==> src/rtl/core/dfc_pkg.sv <==
// ----------------------------------------------------------------------------
// dfc_pkg
// Shared constants, types and byte functions of the datagram framer.
// ----------------------------------------------------------------------------
package dfc_pkg;

   localparam int PAYLOAD_DEPTH  = 512;
   localparam int HEADER_BYTES   = 17;
   localparam int ADDR_BITS      = $clog2(PAYLOAD_DEPTH);
   localparam int COUNT_BITS     = $clog2(PAYLOAD_DEPTH + 1);
   localparam int POS_BITS       = $clog2(PAYLOAD_DEPTH + HEADER_BYTES);
   localparam int HDR_POS_BITS   = $clog2(HEADER_BYTES);
   localparam int CSR_INDEX_BITS = 1;
   localparam int CSR_DATA_BITS  = 16;

   localparam logic [7:0] MAGIC_0     = 8'h43;
   localparam logic [7:0] MAGIC_1     = 8'h56;
   localparam logic [7:0] VERSION     = 8'h01;
   localparam logic [7:0] STREAM_ID   = 8'h04;
   localparam logic [7:0] CRC_POLY    = 8'h07;
   localparam logic [15:0] MAX_FRAME_RESET = 16'd530;

   localparam logic [CSR_INDEX_BITS-1:0] CSR_SINK_ENABLE = 1'd0;
   localparam logic [CSR_INDEX_BITS-1:0] CSR_MAX_FRAME   = 1'd1;

   typedef enum logic [0:0] {
      OP_PUSH = 1'b0,
      OP_PULL = 1'b1
   } op_type;

   typedef enum logic [2:0] {
      ST_IDLE,
      ST_HDR,
      ST_PAY,
      ST_PULL
   } state_type;

   typedef struct packed {
      logic push;
      logic start_walk;
      logic hdr_step;
      logic pay_step;
      logic commit;
      logic load_out;
   } cmd_type;

   typedef struct packed {
      logic keep;
      logic hdr_last;
      logic pay_done;
      logic out_free;
   } status_type;

   function automatic logic [7:0] crc8_byte(input logic [7:0] crc, input logic [7:0] b);
      logic [7:0] c;
      c = crc ^ b;
      for (int k = 0; k < 8; k++) begin
         c = c[7] ? ({c[6:0], 1'b0} ^ CRC_POLY) : {c[6:0], 1'b0};
      end
      return c;
   endfunction

   function automatic logic [7:0] header_byte(input logic [HDR_POS_BITS-1:0] pos,
                                              input logic [15:0] len,
                                              input logic [31:0] stamp,
                                              input logic [7:0] check);
      logic [7:0] b;
      unique case (pos)
         5'd0:    b = MAGIC_0;
         5'd1:    b = MAGIC_1;
         5'd2:    b = VERSION;
         5'd4:    b = STREAM_ID;
         5'd6:    b = len[7:0];
         5'd7:    b = len[15:8];
         5'd12:   b = stamp[7:0];
         5'd13:   b = stamp[15:8];
         5'd14:   b = stamp[23:16];
         5'd15:   b = stamp[31:24];
         5'd16:   b = check;
         default: b = 8'h00;
      endcase
      return b;
   endfunction

endpackage

==> src/rtl/core/dfc_ctrl.sv <==
// ----------------------------------------------------------------------------
// dfc_ctrl
// Sequencer: accepts transactions, walks the CRC, schedules frame reads.
// ----------------------------------------------------------------------------
module dfc_ctrl (
   input  logic                clock,
   input  logic                reset,
   input  logic                req_valid,
   input  logic                req_opcode,
   output logic                req_ready,
   input  dfc_pkg::status_type status,
   output dfc_pkg::cmd_type    cmd
);
   import dfc_pkg::*;

   state_type state_ff, state_in;
   logic      accept;

   always_ff @(posedge clock) begin
      if (reset) begin
         state_ff <= ST_IDLE;
      end else begin
         state_ff <= state_in;
      end
   end

   always_comb begin
      state_in  = state_ff;
      cmd       = '0;
      req_ready = 1'b0;
      accept    = 1'b0;
      unique case (state_ff)
         ST_IDLE: begin
            // a pull needs the output register free by the time it loads
            req_ready = (req_opcode == OP_PULL) ? status.out_free : 1'b1;
            accept    = req_valid && req_ready;
            if (accept && req_opcode == OP_PUSH) begin
               cmd.push = 1'b1;
               if (status.keep) begin
                  cmd.start_walk = 1'b1;
                  state_in       = ST_HDR;
               end
            end else if (accept) begin
               state_in = ST_PULL;
            end
         end
         ST_HDR: begin
            cmd.hdr_step = 1'b1;
            if (status.hdr_last) begin
               state_in = ST_PAY;
            end
         end
         ST_PAY: begin
            cmd.pay_step = 1'b1;
            if (status.pay_done) begin
               cmd.commit = 1'b1;
               state_in   = ST_IDLE;
            end
         end
         ST_PULL: begin
            cmd.load_out = 1'b1;
            state_in     = ST_IDLE;
         end
         default: begin
            state_in = ST_IDLE;
         end
      endcase
   end

endmodule

==> config.mk <==
export PLATFORM = sky130hd
export DESIGN_NAME = dfc_ctrl
export DESIGN_NICKNAME = d
export VERILOG_FILES = /design/src/rtl/core/dfc_pkg.sv /design/src/rtl/core/dfc_ctrl.sv
export SDC_FILE = /design/constraint.sdc
export NUM_CORES = 1
export LEC_CHECK = 0
export BUFFER_PORTS_ARGS = -buffer_cell sky130_fd_sc_hd__buf_4
export CORE_AREA = 2 2 39 41
export CTS_CLUSTER_DIAMETER = 150
export DETAILED_ROUTE_END_ITERATION = 10
export DIE_AREA = 0 0 41 43
export PLACE_DENSITY_LB_ADDON = 0.12
export SYNTH_ARGS = -nofsm -noshare
export SYNTH_HDL_FRONTEND = slang
export SYNTH_SLANG_ARGS = --single-unit
==> constraint.sdc <==
create_clock -name clock -period 1.2 [get_ports clock]
set_input_delay 0.12 -clock clock [delete_from_list [all_inputs] [get_ports clock]]
set_output_delay 0.12 -clock clock [all_outputs]
set_load 0.01 [all_outputs]
# == Word level (Yosys, flattened, before mapping) ==
# Cells that the tools add are included.
# op_classes
add_sub_neg,0
multipliers,0
n_div,0
magnitude_cmp,0
eq_ne,7
n_shift,0
n_mux,15
n_bitwise,1
reduce_logical,4
# ops
cell,count
$mux W3,5
$pmux W3 S3,1
$eq A3 B2 Y1 const B,2
$mux W1,6
$mux W2,3
$ne A3 B3 Y1 const B,2
$ne A2 B2 Y1 const B,2
$reduce_and A4 Y1,1
$eq A3 B1 Y1 const B,1
$logic_not A3 Y1,1
$logic_and A1 B1 Y1,2
$not A1 Y1,1
# word_totals
regBits,3
latch_bits,0
ramBits,0
romBits,0
output_inout_bits,7
mem_count,0

# == Logic depth before layout (Yosys ltp) ==
# depth
depth_word,5
depth_mapped,4
mapped_depth_nobuf,3

# == Worst setup path after synthesis ==
# Ideal clock, no wire load.
# synth_timing
kind,flip-flop to output port
startpoint,register state_ff[1]
endpoint,output cmd[4] in the netlist's numbering
arrival_ns,0.962
t_required_ns,1.080
setup_slack_ns,0.118
stages_incl_launch_ff,4
path_cell_list,dfxtp_1 > buf_6 > nor4b_4 > and2_1
# synth_rtl
element,line_no,text
from (decl),dfc_ctrl.sv:16,"state_type state_ff, state_in;"
from (signal assigned),dfc_ctrl.sv:23,state_ff <= state_in;
to (decl),dfc_ctrl.sv:12,output dfc_pkg::cmd_type cmd

==> results.md <==
* Final setup skew at 1.15 ps
* Clk slew on worst S/H paths at 30 ps
* Sequential share of the synthesized area at 22.2%
* Worst Setup Start Kind: flop
* Clock power share at 43.1%
* Row cnt at 14
* Final setup vio count at 1
* Period utilisation layout at 103%
* Final worst slack at -41.0 ps
* Final #Nets at 49
* Clock buffer depth at 2
* Die Height at 43 um
* Switching Share at 26.5%
* Count of pins over their slew limit at 0
* Combinational Power Share at 31.3%
* Inserted Clock Buffers at 3
* Seq pwr share at 25.6%
* Int Power at 0.250 mW
* Commonest cells post-synth: and2_1, a211oi_1, a21oi_1, dfxtp_1, inv_1
* Largest registers: state_ff: 2 flops
* CTS tree: done
* Unrepaired setup endpoints after global routing: true
* Hold_buf cts at 0
* Worst Path Buf+Inv at 1
* Outcome: finished with violations
* Synthesized instance count at 21
* Syn avg cell area at 8.58 sq um
* Distinct cell type count after synthesis at 15
* Core Util, Final at 24.5%
* Tightest Hold Check Type: input pin to flop
* Family with the most delay on the worst path: simple AND/OR/NAND/NOR gates
* Top reg by flops: state_ff
* Predominant post-synthesis flop cell: dfxtp_1
* Number of flip-flops under the largest register name at 2
* Slowest stage delay, CP at 340 ps
* Placed insts at 51
* Port Buffer Count at 14
* H-Tree Depth at 1
* Final WL at 517 um
* Worst vdd ir at 0.000323 V
* Max-Cap Viols at 0
* Drt initial violations at 8
* DIE AREA at 1760 sq um
* Placer Congestion at 0.710
* 1st-pass router iterations at 4
* Power Density at 1000 nW/um^2
* DP Area at 302 sq um
* Diodes inserted at 0
* Core Area at 1380 sq um
* Layout cell share with drive strength beyond 1 at 61.5%
* Global-route wire length before repair at 752 um
* Power after layout at 0.340 mW
* Maximum fanout along the worst path at 4
* Share of Yosys cell area claimed by the top area cell type at 22.2%
* Async S/R FF share, synth at 0%
* Sw power at 0.0902 mW
* Sequence of cells on the critical path: nor4b_4 -> and2_1 -> buf_4
* CP Capture Type: output pin
* Synth Warn # at 0
* Residual DRC count at 0
* Tot GR Track Use at 6.61%
* Synth Register Bits at 2
* Total grt overflow at 0
* Fillers at 158
* Most common cell in the synthesized netlist: and2_1
* Synthesized Nets at 29
* Worst-Skew Late Latency at 220 ps
* Initial antenna violation count at 0
* I/O pin count at 15
* Setup_tns at -41.0 ps
* Post-Layout Cell Count at 55
* CP Data Required Time at 1080 ps
* Area contributors post-synth: dfxtp_1, nor4b_4, and2_1, a211oi_1, buf_6
* Max frequency at 806 MHz
* Largest net degree at the start of global routing at 10
* Failing checks: negative setup slack
* Actual slew at the worst max-slew pin at 236 ps
* Hold slack at 69.4 ps
* Root buffer cell: clkbuf_4
* Final Hold Fails at 0
* Post-DR wirelength/cell at 9.40 um
* EDFF count, synth at 0
* Clock Sink Count at 2
* ANT nets after route at 0
* Relative slew slack at 84.2%
* Netlist Area Pre-Place at 180 sq um
* WP data arrival at 1120 ps
* Cell area after layout at 339 sq um
* Area grow syn2layout at 88.2%
* Drt via density at 3.87
* Post-layout minimum cycle time at 1240 ps
* Initial core utilization at 13.0%
* Setup CP Type: flop to output pin
* Pleak at 0.164 nW
* Via count at 213
* R2r setup slk at 160 ps
* Worst slack at placement at 95.8 ps
* Leading area contributor after synthesis: dfxtp_1
* Die width at 41 um
* Slowest-stage cell, CP: dfxtp_2
* Number of global-route vias before repair at 192
[final timing paths]
| check | startpoint | to | cells past startpoint |
|---|---|---|---|
| max | state_ff[0] | cmd[4] | 3 |
| min | reset | state_ff[0] | 2 |
| max reg2reg | state_ff[1] | state_ff[1] | 4 |
| min reg2reg | state_ff[1] | state_ff[0] | 1 |
[layout by cell type (no fill, tap or decap)]
cell,netlist,layout
a211oi_1,2,1
buf_4,0,16
nor4b_4,1,1
and2b_1,1,1
a21oi_1,2,2
and2_1,3,3
mux2_2,1,1
nor2_1,1,1
a211oi_2,0,1
o21a_1,1,1
nor3_1,1,1
inv_1,2,2
nor2b_1,1,1
nand2b_1,1,1
dfxtp_2,0,2
clkbuf_4,0,3
a31oi_1,1,1
[power groups by stage]
stage	registers, mW	clock network, mW	logic (mW)
final	0.0870	0.147	0.107
after CTS	0.0873	0.154	0.108
after detailed placement	0.0860	0	0.102
after global placement	0.0866	0	0.104
after floorplan	0.0789	0	0.0580
after global routing	0.0879	0.158	0.116
[repair_timing]
action | 4_1_cts | 5_1_grt
cloned | 0 | 0
gates resized for setup | 3 | 0
pin swaps | 1 | 3
setup buffers | 1 | 0
setup endpoints to repair | 5 | 4
endpoints found under the hold margin | 0 | 0
[routing by layer]
layer	GRT usage (%)	wire length, um	vias up	part of all wire [%]
met5	0	0	-	0
met4	6.00	0	0	0
met3	3.14	56	0	11
met2	8.44	239	15	46
met1	7.67	221	87	43
li1	-	-	111	-
[area by class of cell]
type	instances	area [sq um]	share of cell area [%]
Clock buffer	3	22.5	6.64
Inverter	2	7.51	2.21
Multi-Input combinational cell	16	126	37.3
Sequential cell	2	42.5	12.5
Tap cell	16	20.0	5.90
Timing Repair Buffer	16	120	35.4
[cell families after synthesis]
logic type	count (synthesis)	synth area share (%)
buffers and inverters	3	10.4
multiplexers	1	6.25
AND/OR/NAND/NOR	9	39.6
AO/OA/AOI/OAI	6	21.5
flip-flops	2	22.2
[worst reg2reg max path, stage by stage (launching register included)]
cell,delay (ps)
dfxtp_2,420
nor4b_4,70
buf_4,130
a211oi_1,210
o21a_1,140
No activity file was read; power rests on OpenSTA's default activity.
